`src/hdl/page_frame_allocator_lru_evict_assert.svh`:
```
// Assertion macros for the page frame allocator.
`ifndef PAGE_FRAME_ALLOCATOR_LRU_EVICT_ASSERT_SVH
`define PAGE_FRAME_ALLOCATOR_LRU_EVICT_ASSERT_SVH
// Implication checked on every clock edge outside reset.
`define PFA_ASSERT_IMP(lbl, clk, rstn, a, c, msg) \
    lbl: assert property (@(posedge clk) disable iff (!rstn) (a) |-> (c)) \
        else $error(msg);
// Next-cycle implication checked outside reset.
`define PFA_ASSERT_NXT(lbl, clk, rstn, a, c, msg) \
    lbl: assert property (@(posedge clk) disable iff (!rstn) (a) |=> (c)) \
        else $error(msg);
`endif

```
`src/hdl/pfa_pkg.sv`:
```
// Shared types and constants of the page frame allocator.
`timescale 1ns / 1ps
`default_nettype none
package pfa_pkg;
    localparam int PAGE_FRAMES_DEF = 1024;
    localparam int AGE_BITS_DEF    = 32;

    localparam logic [1:0] ST_OK       = 2'd0;
    localparam logic [1:0] ST_NO_SPACE = 2'd1;
    localparam logic [1:0] ST_BAD_FREE = 2'd2;
    localparam logic [1:0] ST_BAD_SIZE = 2'd3;

    localparam logic       OP_ALLOC = 1'b0;
    localparam logic       OP_FREE  = 1'b1;

    localparam logic       CFG_FIRST = 1'b0;
    localparam logic       CFG_TOTAL = 1'b1;

    // Memory access request from the sequencer.
    typedef struct packed {
        logic        rd_en;
        logic        wr_en;
        logic        wr_used;
        logic [10:0] wr_len;
    } mem_ctl_t;
endpackage
`default_nettype wire

```
`src/hdl/pfa_ctrl.sv`:
```
// Sequencer: clearing pass, first-fit scan, oldest-run scan, run writes.
`timescale 1ns / 1ps
`default_nettype none
module pfa_ctrl #(
    parameter int PAGE_FRAMES = pfa_pkg::PAGE_FRAMES_DEF,
    parameter int AGE_BITS    = pfa_pkg::AGE_BITS_DEF,
    localparam int AW = $clog2(PAGE_FRAMES),
    localparam int CW = AW + 1
) (
    input  wire logic                aclk,
    input  wire logic                aresetn,
    input  wire logic                req_valid,
    output logic                     req_ready,
    input  wire logic                req_op,
    input  wire logic [10:0]         req_count,
    input  wire logic [9:0]          req_index,
    input  wire logic [9:0]          first_page,
    input  wire logic [10:0]         total_pages,
    output logic                     res_valid,
    input  wire logic                res_ready,
    output logic [1:0]               res_status,
    output logic [9:0]               res_start,
    output logic                     res_evicted,
    output logic [9:0]               res_ev_index,
    output logic [10:0]              res_ev_length,
    output pfa_pkg::mem_ctl_t        ctl,
    output logic [AW-1:0]            rd_addr,
    output logic [AW-1:0]            wr_addr,
    output logic [AGE_BITS-1:0]      wr_age,
    input  wire logic                rd_used,
    input  wire logic [10:0]         rd_len,
    input  wire logic [AGE_BITS-1:0] rd_age
);
    localparam logic [3:0] S_CLEAR = 4'd0;
    localparam logic [3:0] S_IDLE  = 4'd1;
    localparam logic [3:0] S_FREE  = 4'd2;
    localparam logic [3:0] S_FREEW = 4'd3;
    localparam logic [3:0] S_FIT   = 4'd4;
    localparam logic [3:0] S_OLD   = 4'd5;
    localparam logic [3:0] S_CLR   = 4'd6;
    localparam logic [3:0] S_ALLOC = 4'd7;
    localparam logic [3:0] S_DONE  = 4'd8;

    localparam logic [CW-1:0] FRAMES = CW'(PAGE_FRAMES);

    logic [3:0]          state_reg, state_next;
    logic [CW-1:0]       ptr_reg, ptr_next;    // scan pointer, may reach FRAMES
    logic [CW-1:0]       lo_reg, lo_next, hi_reg, hi_next;
    logic                pend_reg, pend_next;  // read data valid for ptr_reg-1
    logic [10:0]         cnt_reg, cnt_next;
    logic [10:0]         n_reg, n_next;
    logic [10:0]         used_reg, used_next;
    logic [AGE_BITS-1:0] age_reg, age_next;
    logic                second_reg, second_next;
    logic                best_ok_reg, best_ok_next;
    logic [AW-1:0]       best_reg, best_next;
    logic [AGE_BITS-1:0] best_age_reg, best_age_next;
    logic [CW-1:0]       run_reg, run_next;   // remaining pages to clear or write
    logic [AW-1:0]       pos_reg, pos_next;
    logic [AW-1:0]       waddr_reg, waddr_next;
    logic                out_v_reg, out_v_next;
    logic [1:0]          st_reg, st_next;
    logic [9:0]          start_reg, start_next;
    logic                ev_reg, ev_next;
    logic [9:0]          evi_reg, evi_next;
    logic [10:0]         evl_reg, evl_next;
    logic                tgt_alloc_reg, tgt_alloc_next; // after a clear: fit scan

    logic [CW-1:0]       hi_eff, lo_ext, span, freec, raddr;
    logic [AW-1:0]       cur;          // address whose data is on rd_*
    logic [AGE_BITS-1:0] stamp;

    always_comb begin
        hi_eff = ({{(CW > 11 ? CW-11 : 0){1'b0}}, total_pages} < {1'b0, FRAMES})
               ? CW'(total_pages) : FRAMES;
        lo_ext = CW'(first_page);
        span   = (hi_eff > lo_ext) ? hi_eff - lo_ext : '0;
        freec  = (span > CW'(used_reg)) ? span - CW'(used_reg) : '0;
        stamp  = age_reg + AGE_BITS'(1);
        if (stamp == '0) begin
            stamp = AGE_BITS'(1);
        end
        cur = AW'(ptr_reg - CW'(1));
    end

    assign req_ready = (state_reg == S_IDLE) && !out_v_reg;
    assign res_valid = out_v_reg;
    assign res_status = st_reg;
    assign res_start = start_reg;
    assign res_evicted = ev_reg;
    assign res_ev_index = evi_reg;
    assign res_ev_length = evl_reg;
    assign rd_addr = AW'(raddr);
    assign wr_addr = waddr_reg;

    // Advance the sequencer one memory access per cycle.
    always_comb begin
        state_next = state_reg; ptr_next = ptr_reg; lo_next = lo_reg; hi_next = hi_reg;
        pend_next = 1'b0; cnt_next = cnt_reg; n_next = n_reg; used_next = used_reg;
        age_next = age_reg; second_next = second_reg; best_ok_next = best_ok_reg;
        best_next = best_reg; best_age_next = best_age_reg; run_next = run_reg;
        pos_next = pos_reg; waddr_next = waddr_reg; out_v_next = out_v_reg;
        st_next = st_reg; start_next = start_reg; ev_next = ev_reg; evi_next = evi_reg;
        evl_next = evl_reg; tgt_alloc_next = tgt_alloc_reg;
        ctl = '0; raddr = ptr_reg; wr_age = '0;
        if (out_v_reg && res_ready) begin
            out_v_next = 1'b0;
        end
        case (state_reg)
            S_CLEAR: begin
                ctl.wr_en = 1'b1;
                waddr_next = waddr_reg;
                if (waddr_reg == AW'(PAGE_FRAMES - 1)) begin
                    state_next = S_IDLE;
                end else begin
                    waddr_next = waddr_reg + AW'(1);
                end
            end
            S_IDLE: begin
                if (req_valid && req_ready) begin
                    ev_next = 1'b0; evi_next = '0; evl_next = '0; start_next = '0;
                    st_next = pfa_pkg::ST_OK; n_next = req_count;
                    lo_next = lo_ext; hi_next = hi_eff; second_next = 1'b0;
                    tgt_alloc_next = 1'b0;
                    if (req_op == pfa_pkg::OP_FREE) begin
                        if (CW'(req_index) >= FRAMES) begin
                            st_next = pfa_pkg::ST_BAD_FREE; state_next = S_DONE;
                        end else begin
                            ctl.rd_en = 1'b1; raddr = CW'(req_index);
                            pos_next = AW'(req_index); state_next = S_FREE;
                        end
                    end else if (req_count == '0) begin
                        st_next = pfa_pkg::ST_BAD_SIZE; state_next = S_DONE;
                    end else if (freec >= CW'(req_count)) begin
                        ptr_next = lo_ext; cnt_next = '0; state_next = S_FIT;
                    end else begin
                        ptr_next = lo_ext; best_ok_next = 1'b0; state_next = S_OLD;
                    end
                end
            end
            S_FREE: state_next = S_FREEW;
            S_FREEW: begin
                if (!rd_used || rd_len == '0) begin
                    st_next = pfa_pkg::ST_BAD_FREE; state_next = S_DONE;
                end else begin
                    run_next = CW'(rd_len); waddr_next = pos_reg;
                    tgt_alloc_next = 1'b0; state_next = S_CLR;
                end
            end
            S_CLR: begin
                // Clear one page of the run per cycle, clipped at the table end.
                if (run_reg == '0) begin
                    if (tgt_alloc_reg) begin
                        ptr_next = lo_reg; cnt_next = '0; second_next = 1'b1;
                        state_next = S_FIT;
                    end else begin
                        state_next = S_DONE;
                    end
                end else begin
                    ctl.wr_en = 1'b1;
                    ctl.rd_en = 1'b1; raddr = CW'(waddr_reg);
                    used_next = (used_reg != '0) ? used_reg - 11'd1 : '0;
                    run_next = run_reg - CW'(1);
                    if (waddr_reg == AW'(PAGE_FRAMES - 1)) begin
                        run_next = '0;
                    end else begin
                        waddr_next = waddr_reg + AW'(1);
                    end
                end
            end
            S_FIT: begin
                // Pipelined scan: issue read at ptr, evaluate data of ptr-1.
                if (pend_reg) begin
                    if (rd_used) begin
                        cnt_next = '0;
                    end else begin
                        cnt_next = cnt_reg + 11'd1;
                        if (cnt_reg + 11'd1 == n_reg) begin
                            pos_next = AW'(CW'(cur) + CW'(1) - CW'(n_reg));
                            run_next = CW'(n_reg);
                            waddr_next = AW'(CW'(cur) + CW'(1) - CW'(n_reg));
                            state_next = S_ALLOC;
                        end
                    end
                end
                if (state_next == S_FIT) begin
                    if (ptr_reg < hi_reg) begin
                        ctl.rd_en = 1'b1; ptr_next = ptr_reg + CW'(1); pend_next = 1'b1;
                    end else if (!pend_reg) begin
                        if (second_reg) begin
                            st_next = pfa_pkg::ST_NO_SPACE; state_next = S_DONE;
                        end else begin
                            ptr_next = lo_reg; best_ok_next = 1'b0; state_next = S_OLD;
                        end
                    end
                end
            end
            S_OLD: begin
                if (pend_reg && rd_used && rd_len != '0 && rd_age != '0 &&
                    (!best_ok_reg || rd_age < best_age_reg)) begin
                    best_ok_next = 1'b1; best_next = cur; best_age_next = rd_age;
                end
                if (ptr_reg < hi_reg) begin
                    ctl.rd_en = 1'b1; ptr_next = ptr_reg + CW'(1); pend_next = 1'b1;
                end else if (!pend_reg) begin
                    if (!best_ok_reg) begin
                        st_next = pfa_pkg::ST_NO_SPACE; state_next = S_DONE;
                    end else begin
                        ctl.rd_en = 1'b1; raddr = CW'(best_reg);
                        pos_next = best_reg; state_next = S_FREE;
                        ev_next = 1'b1; evi_next = 10'(best_reg);
                        // Length is taken from the head read in S_FREEW.
                        tgt_alloc_next = 1'b1;
                    end
                end
            end
            S_ALLOC: begin
                ctl.wr_en = 1'b1; ctl.wr_used = 1'b1; wr_age = stamp;
                ctl.wr_len = (run_reg == CW'(n_reg)) ? n_reg : '0;
                run_next = run_reg - CW'(1);
                waddr_next = waddr_reg + AW'(1);
                if (run_reg == CW'(1)) begin
                    age_next = stamp; used_next = used_reg + n_reg;
                    start_next = 10'(pos_reg); state_next = S_DONE;
                end
            end
            S_DONE: begin
                if (!out_v_reg) begin
                    out_v_next = 1'b1; state_next = S_IDLE;
                end
            end
            default: state_next = S_IDLE;
        endcase
        // An eviction reaches S_FREEW with the victim head on the read port.
        if (state_reg == S_FREEW && tgt_alloc_reg && rd_used && rd_len != '0) begin
            tgt_alloc_next = 1'b1; evl_next = rd_len;
        end
    end

    always_ff @(posedge aclk) begin
        if (!aresetn) begin
            state_reg <= S_CLEAR; waddr_reg <= '0; out_v_reg <= 1'b0; pend_reg <= 1'b0;
            used_reg <= '0; age_reg <= '0; tgt_alloc_reg <= 1'b0;
        end else begin
            state_reg <= state_next; waddr_reg <= waddr_next; out_v_reg <= out_v_next;
            pend_reg <= pend_next; used_reg <= used_next; age_reg <= age_next;
            tgt_alloc_reg <= tgt_alloc_next;
        end
    end

    always_ff @(posedge aclk) begin
        ptr_reg <= ptr_next; lo_reg <= lo_next; hi_reg <= hi_next; cnt_reg <= cnt_next;
        n_reg <= n_next; second_reg <= second_next; best_ok_reg <= best_ok_next;
        best_reg <= best_next; best_age_reg <= best_age_next; run_reg <= run_next;
        pos_reg <= pos_next; st_reg <= st_next; start_reg <= start_next;
        ev_reg <= ev_next; evi_reg <= evi_next; evl_reg <= evl_next;
    end
endmodule
`default_nettype wire

```
`config.mk`:
```
export PLATFORM = sky130hd
export DESIGN_NAME = pfa_ctrl
export DESIGN_NICKNAME = d
export VERILOG_FILES = /design/src/hdl/page_frame_allocator_lru_evict_assert.svh /design/src/hdl/pfa_pkg.sv /design/src/hdl/pfa_ctrl.sv
export SDC_FILE = /design/constraint.sdc
export NUM_CORES = 1
export LEC_CHECK = 0
export BUFFER_PORTS_ARGS = -buffer_cell sky130_fd_sc_hd__buf_2
export CAP_MARGIN = 25
export CORE_MARGIN = 2
export CORE_UTILIZATION = 54
export DETAILED_ROUTE_END_ITERATION = 10
export PLACE_DENSITY = 0.85
export RECOVER_POWER = 25
export SLEW_MARGIN = 20
export SYNTH_ARGS = -nofsm -noshare
export SYNTH_HDL_FRONTEND = slang
export SYNTH_SLANG_ARGS = --single-unit
```
`constraint.sdc`:
```
create_clock -name aclk -period 6.2 [get_ports aclk]
set_input_delay 0.31 -clock aclk [delete_from_list [all_inputs] [get_ports aclk]]
set_output_delay 0.31 -clock aclk [all_outputs]
set_load 0.02 [all_outputs]
```
**Word level (Yosys, flattened, before mapping)**

Index checks and enable logic that the tools add are counted.

- Add/sub/neg operators: 12
- $mul: 0
- Divide/modulo/power cells: 0
- Order comparisons: 6
- Eq/ne operators: 48
- Shift-type cells: 0
- Mux-type cells: 134
- Bitwise operators: 0
- Reduce and logical (&&, ||, !) cells: 54

Operator list:

| cell | count |
|---|---|
| two-way mux 11 bit | 34 |
| two-way mux 10 bit | 19 |
| case mux 11 bit (4 select lines) | 2 |
| two-way mux 4 bit | 20 |
| two-way mux 32 bit | 2 |
| case mux 10 bit (3 select lines) | 2 |
| != test 2 bit (second input constant) | 26 |
| case mux 10 bit (5 select lines) | 1 |
| case mux 10 bit (2 select lines) | 2 |
| case mux 4 bit (9 select lines) | 1 |
| logical NOT 11 bit | 3 |
| case mux 11 bit (3 select lines) | 1 |
| adder 32 x 1 -> 32 bit (second input constant) | 1 |
| logical NOT 32 bit | 1 |
| < comparator 32 bit | 1 |
| nonzero test 32 bit | 1 |
| AND reduction 10 bit | 3 |
| two-way mux 1 bit | 28 |
| two-way mux 2 bit | 12 |
| adder 11 x 1 -> 11 bit (second input constant) | 2 |
| == test 11 bit | 2 |
| case mux 11 bit (2 select lines) | 1 |
| nonzero test 11 bit | 2 |
| subtractor 11 x 1 -> 11 bit (second input constant) | 2 |
| other kinds (43) | 85 |

- Register bits: 213
- Latch bits: 0
- RAM bits: 0
- Memory bits (read-only): 0
- Bits of input ports: 91
- Output and inout bits: 102
- Word-level logic and storage cells: 277
- Memories: 0

**Depth between registers and ports, before layout**

- Word-level depth: 12
- Depth in mapped cells: 31

**Worst setup path before layout**

No wires, ideal clock.

- Path kind: in2reg
- Start point: in total_pages[10]
- End point: reg cnt_reg[0], enable pin
- Setup time: 408 ps
- Arrival: 6,246 ps
- Required time: 5,792 ps
- Slack: -454 ps
- Stages on the path: 30
- Buffers on the path: 3
- Cell sequence: clkbuf_1 nor2b_1 ha_1 nor2b_1 o21ai_0 a21oi_1 o31ai_1 a2111oi_0 nor2_1 a2bb2oi_1 clkbuf_1 and2_1 ha_1 nor2b_1 o21a_1 o21ai_0 a21oi_1 o21a_1 a31oi_1 or3_1 clkbuf_1 nor2_1 ha_1 a21o_1 a31oi_1 o21ai_0 a211oi_1 nor3_1 nor2_1 nor4_1

- Longest elaborated chain between the ends: 9
- Elaborated cells on any way between the ends: 11
- Classes of those cells: add/sub (2); order compare (4); eq/ne (1); mux (3); reduce/logical (1)

RTL lines:

| what | RTL line | RTL |
|---|---|---|
| from (decl) | pfa_ctrl.sv:18 | `input wire logic [10:0] total_pages,` |
| < comparator 11 bit * | pfa_ctrl.sv:74 | `hi_eff = ({{(CW > 11 ? CW-11 : 0){1'b0}}, total_pages} < {1'b0, FRAMES})` |
| two-way mux 11 bit * | pfa_ctrl.sv:75 | `? CW'(total_pages) : FRAMES;` |
| named net hi_eff[1] | pfa_ctrl.sv:69 | `logic [CW-1:0] hi_eff, lo_ext, span, freec, raddr;` |
| subtractor 11 x 10 -> 11 bit or > comparator 11 x 10 -> 1 bit (tied branches) | pfa_ctrl.sv:77 | `span = (hi_eff > lo_ext) ? hi_eff - lo_ext : '0;` |
| two-way mux 11 bit * | pfa_ctrl.sv:77 |  |
| subtractor 11 bit or > comparator 11 bit (tied branches) | pfa_ctrl.sv:78 | `freec = (span > CW'(used_reg)) ? span - CW'(used_reg) : '0;` |
| two-way mux 11 bit * | pfa_ctrl.sv:78 |  |
| greater-or-equal comparator 11 bit * | pfa_ctrl.sv:134 | `end else if (freec >= CW'(req_count)) begin` |
| != test 2 x 1 -> 1 bit (no source line) * | n/a |  |
| AND reduction 8 bit (no source line) * | n/a |  |
| to (signal assigned) | pfa_ctrl.sv:252 | `ptr_reg <= ptr_next; lo_reg <= lo_next; hi_reg <= hi_next; cnt_reg <= cnt_next;` |
| to (decl) | pfa_ctrl.sv:50 | `logic [10:0] cnt_reg, cnt_next;` |

Mark *: on every way through the listed nets, which the timed path passes. The rest lies on a longest branch.
A chain may end at the register's enable or synchronous reset.

**Final worst setup path**

- Start point: in total_pages[10]
- End point: reg cnt_reg[10], enable pin

The elaborated chain is that of the path after synthesis.

==> out/metrics.yaml <==
synthesis:
  synthMostInstantiatedCell: "nor2_1"
  syn_inst: 1651
  postSynthAreaPerCell_sq_um: 9.009
  syn-num-nets: 1854
  yosysSeqAreaShare_pct: 38.96
  synthArstFlopShare_pct: 0
  ys_types: 82
  synth_edf_count: 153
  synth_top_area_share_pct: 30.89
  ys_seq_elements: 213
  yosysWarnings: 0
  syn-cell-area_sq_mm: 0.01487
  synth_top_cell_by_area: "edfxtp_1"
  synth_common_cells: "nor2_1 (161), edfxtp_1 (153), inv_1 (129)"
  ys.flop_type: "edfxtp_1"
  synth_area_leaders: "edfxtp_1 (31%), ha_1 (9.1%), dfxtp_1 (8.1%)"
layout:
  nets: 2023
  area_delta_synth_final_pct: 14.33
  drive_above_1_share_pct: 10.01
  fill_cells: 2228
pwr:
  switchingPower_mw: 1.092
  p_per_area_mw_per_mm2: 228.4
  p_total_mw: 3.884
  pwr-share-comb_pct: 18.7
  clockPowerShare_pct: 39.3
  cellLeakagePower_nw: 6.613
  seqPwrFrac_pct: 42.0
  p_sw_share_pct: 28.12
  vdd_drop_max_uv: 181.6
  internal_power_mw: 2.792
clock_tree:
  cts_tree: "yes"
  clk_latency_ns: 0.52
  cts_root_buf: "clkbuf_16"
  cts.sinks: 213
  cts.clk_slew.worst_paths_ns: 0.05
  numCtsBuffers: 24
  htreeDepth: 1
  cts_setup_buffers: 0
  cts.path.max_buffers: 3
global_routing:
  track_usage_pct: 29.35
  grt_antenna_before_repair: 1
  grt_max_degree: 54
  grt-ovfl-total: 0
  grt_pass1_vias: 13017
  grt_pass1_wl_um: 67860
worst_setup_path:
  slowest_stage: "or3_1"
  critical_path_class: "in -> reg"
  crit_fanout: 11
  critPathBufInv: 2
  required_ns: 6.48
  r2r_cells: 19
  path_depth: 29
  cp_top_family: "compound AO/OA/AOI/OAI gates"
  cp-start-kind: "primary input"
  crit_path_end_kind: "flip-flop"
  arrival_ns: 5.86
  critPathMaxStageDelay_ns: 0.48
die:
  coreArea_sq_mm: 0.02703
  start_util_pct: 55.04
  ios: 193
  rows: 60
  dieHeight_um: 170.0
  die-area_sq_mm: 0.02889
  fp.dieW_um: 170.0
sta:
  relSlewSlack_pct: 30.85
  rsz0062_at_grt: "no"
  finClkSkew_ns: 0.01609
  hold_violations: 0
  fin_crit_sh_pct: 89.99
  fmax_mhz: 179.2
  worst_slack_ns: 0.6205
  drv_slew: 0
  max_slew.worst_pin.slew_ns: 1.033
  min_period_ns: 5.579
  setup_viol: 0
placed_design:
  routabilityCongestion: 0.9820
  place_ws_ns: -0.1080
  numPortBuffers: 192
  dp_hpwl_um: 32110
job:
  maxCapViolCount: 0
routing:
  drt_iter0_drc: 1743
  drtPass1Iterations: 7
  drc: 0
  wl_um: 43430
  ant_nets: 0
  avgRoutedWirePerCell_um: 19.92
  vias: 13733
  via_per_inst: 6.300
min_path:
  whs_path_depth: 3
  hp-class: "in -> reg"
status:
  status: "finished, final reports clean"
[timing repair]
| action | CTS | global route |
|---|---|---|
| endpoints found under the hold margin | 16 | 0 |
| resized for setup | 0 | 4 |
| endpoints found under the setup margin | 0 | 12 |
| hold buffers | 16 | 0 |
[power groups by stage]
stage	combinational [mW]	clock (mW)	sequential [mW]
final	0.728	1.52	1.63
after global routing	0.798	1.59	1.63
after CTS	0.717	1.53	1.63
after detailed placement	0.704	0	1.66
after global placement	0.677	0	1.66
after floorplan	0.468	0	1.65
[worst register-to-register path, delay by kind of cell (launching register included)]
| kind | cells | cell delay, ns |
|---|---|---|
| AOI/OAI and AO/OA | 9 | 1.49 |
| adders and majority gates | 2 | 0.59 |
| buffers and inverters | 2 | 0.33 |
| and+or+nand+nor | 6 | 1.26 |
| DFF | 1 | 0.38 |
[cell usage in the layout, fill, tap and decap left out, types with 28 or more instances in the layout]
cell type | netlist | final
nand3_1 | 65 | 65
clkbuf_1 | 58 | 107
nand4_1 | 28 | 28
xnor2_1 | 79 | 79
dfxtp_1 | 60 | 60
nor2_1 | 161 | 160
nand2_1 | 113 | 113
inv_1 | 129 | 129
edfxtp_1 | 153 | 153
and2_1 | 35 | 35
ha_1 | 108 | 108
a21oi_1 | 74 | 73
a22oi_1 | 30 | 30
o21ai_0 | 95 | 94
nor3_1 | 42 | 40
buf_2 | 20 | 95
xor2_1 | 62 | 62
nor4_1 | 46 | 44
[area by class of cell]
type	count	area [sq um]	area share, %
diodes	1	2.502	0.01471
clock buffers	36	696.9	4.098
clock inverters	8	138.9	0.8167
inverters	131	491.7	2.891
multi-input cells	1224	8289	48.74
flip-flops and latches	213	5796	34.08
well taps	341	426.7	2.509
repair buffers	226	1165	6.850
[stage by stage]
stage	util, %	setup TNS, ns	cell area (sq um)	hold slack [ns]	std cells
CTS	63.25	0	17090	0.001060	2177
floorplan	-	0	14890	0.4089	1651
global route	62.93	0	17010	0.06209	2180
detailed placement	59.56	-1.230	16100	0.5123	2117
finish	62.93	0	17010	0.05344	2180
global placement	59.47	0	16070	0.5089	2116
[path summary, 6_finish.rpt]
| path | startpoint | end | slack, ns |
|---|---|---|---|
| setup reg to reg | used_reg[1]$_SDFFE_PN0P_ | cnt_reg[10]$_SDFFCE_PP0P_ | 1.93 |
| setup / recovery | total_pages[10] | cnt_reg[10]$_SDFFCE_PP0P_ | 0.62 |
| hold reg to reg | age_reg[1]$_SDFFE_PN0P_ | age_reg[1]$_SDFFE_PN0P_ | 0.53 |
| hold / removal | res_ready | res_valid$_SDFF_PN0_ | 0.05 |
[metal layers]
metal  wire length (um)  part of all wire (%)  track usage [%]
met5                  0                     0                0
met4               1963                   4.5            12.71
met3               4831                    11            6.279
met2              19190                    44            46.62
met1              17440                    40            38.82
[logic make-up (layout without fill, tap and decap cells)]
group | after synthesis | count (layout) | synth area share [%]
buffers and inverters | 214 | 401 | 5.644
adder cells (fa/ha/maj) | 112 | 112 | 9.623
AND/OR/NAND/NOR | 617 | 617 | 21.40
AO/OA/AOI/OAI | 346 | 346 | 15.28
multiplexers | 5 | 5 | 0.3365
other | 0 | 1 | 0
XOR/XNOR | 144 | 144 | 8.757
flip-flops | 213 | 213 | 38.96
No activity file was read; power rests on OpenSTA's default activity.
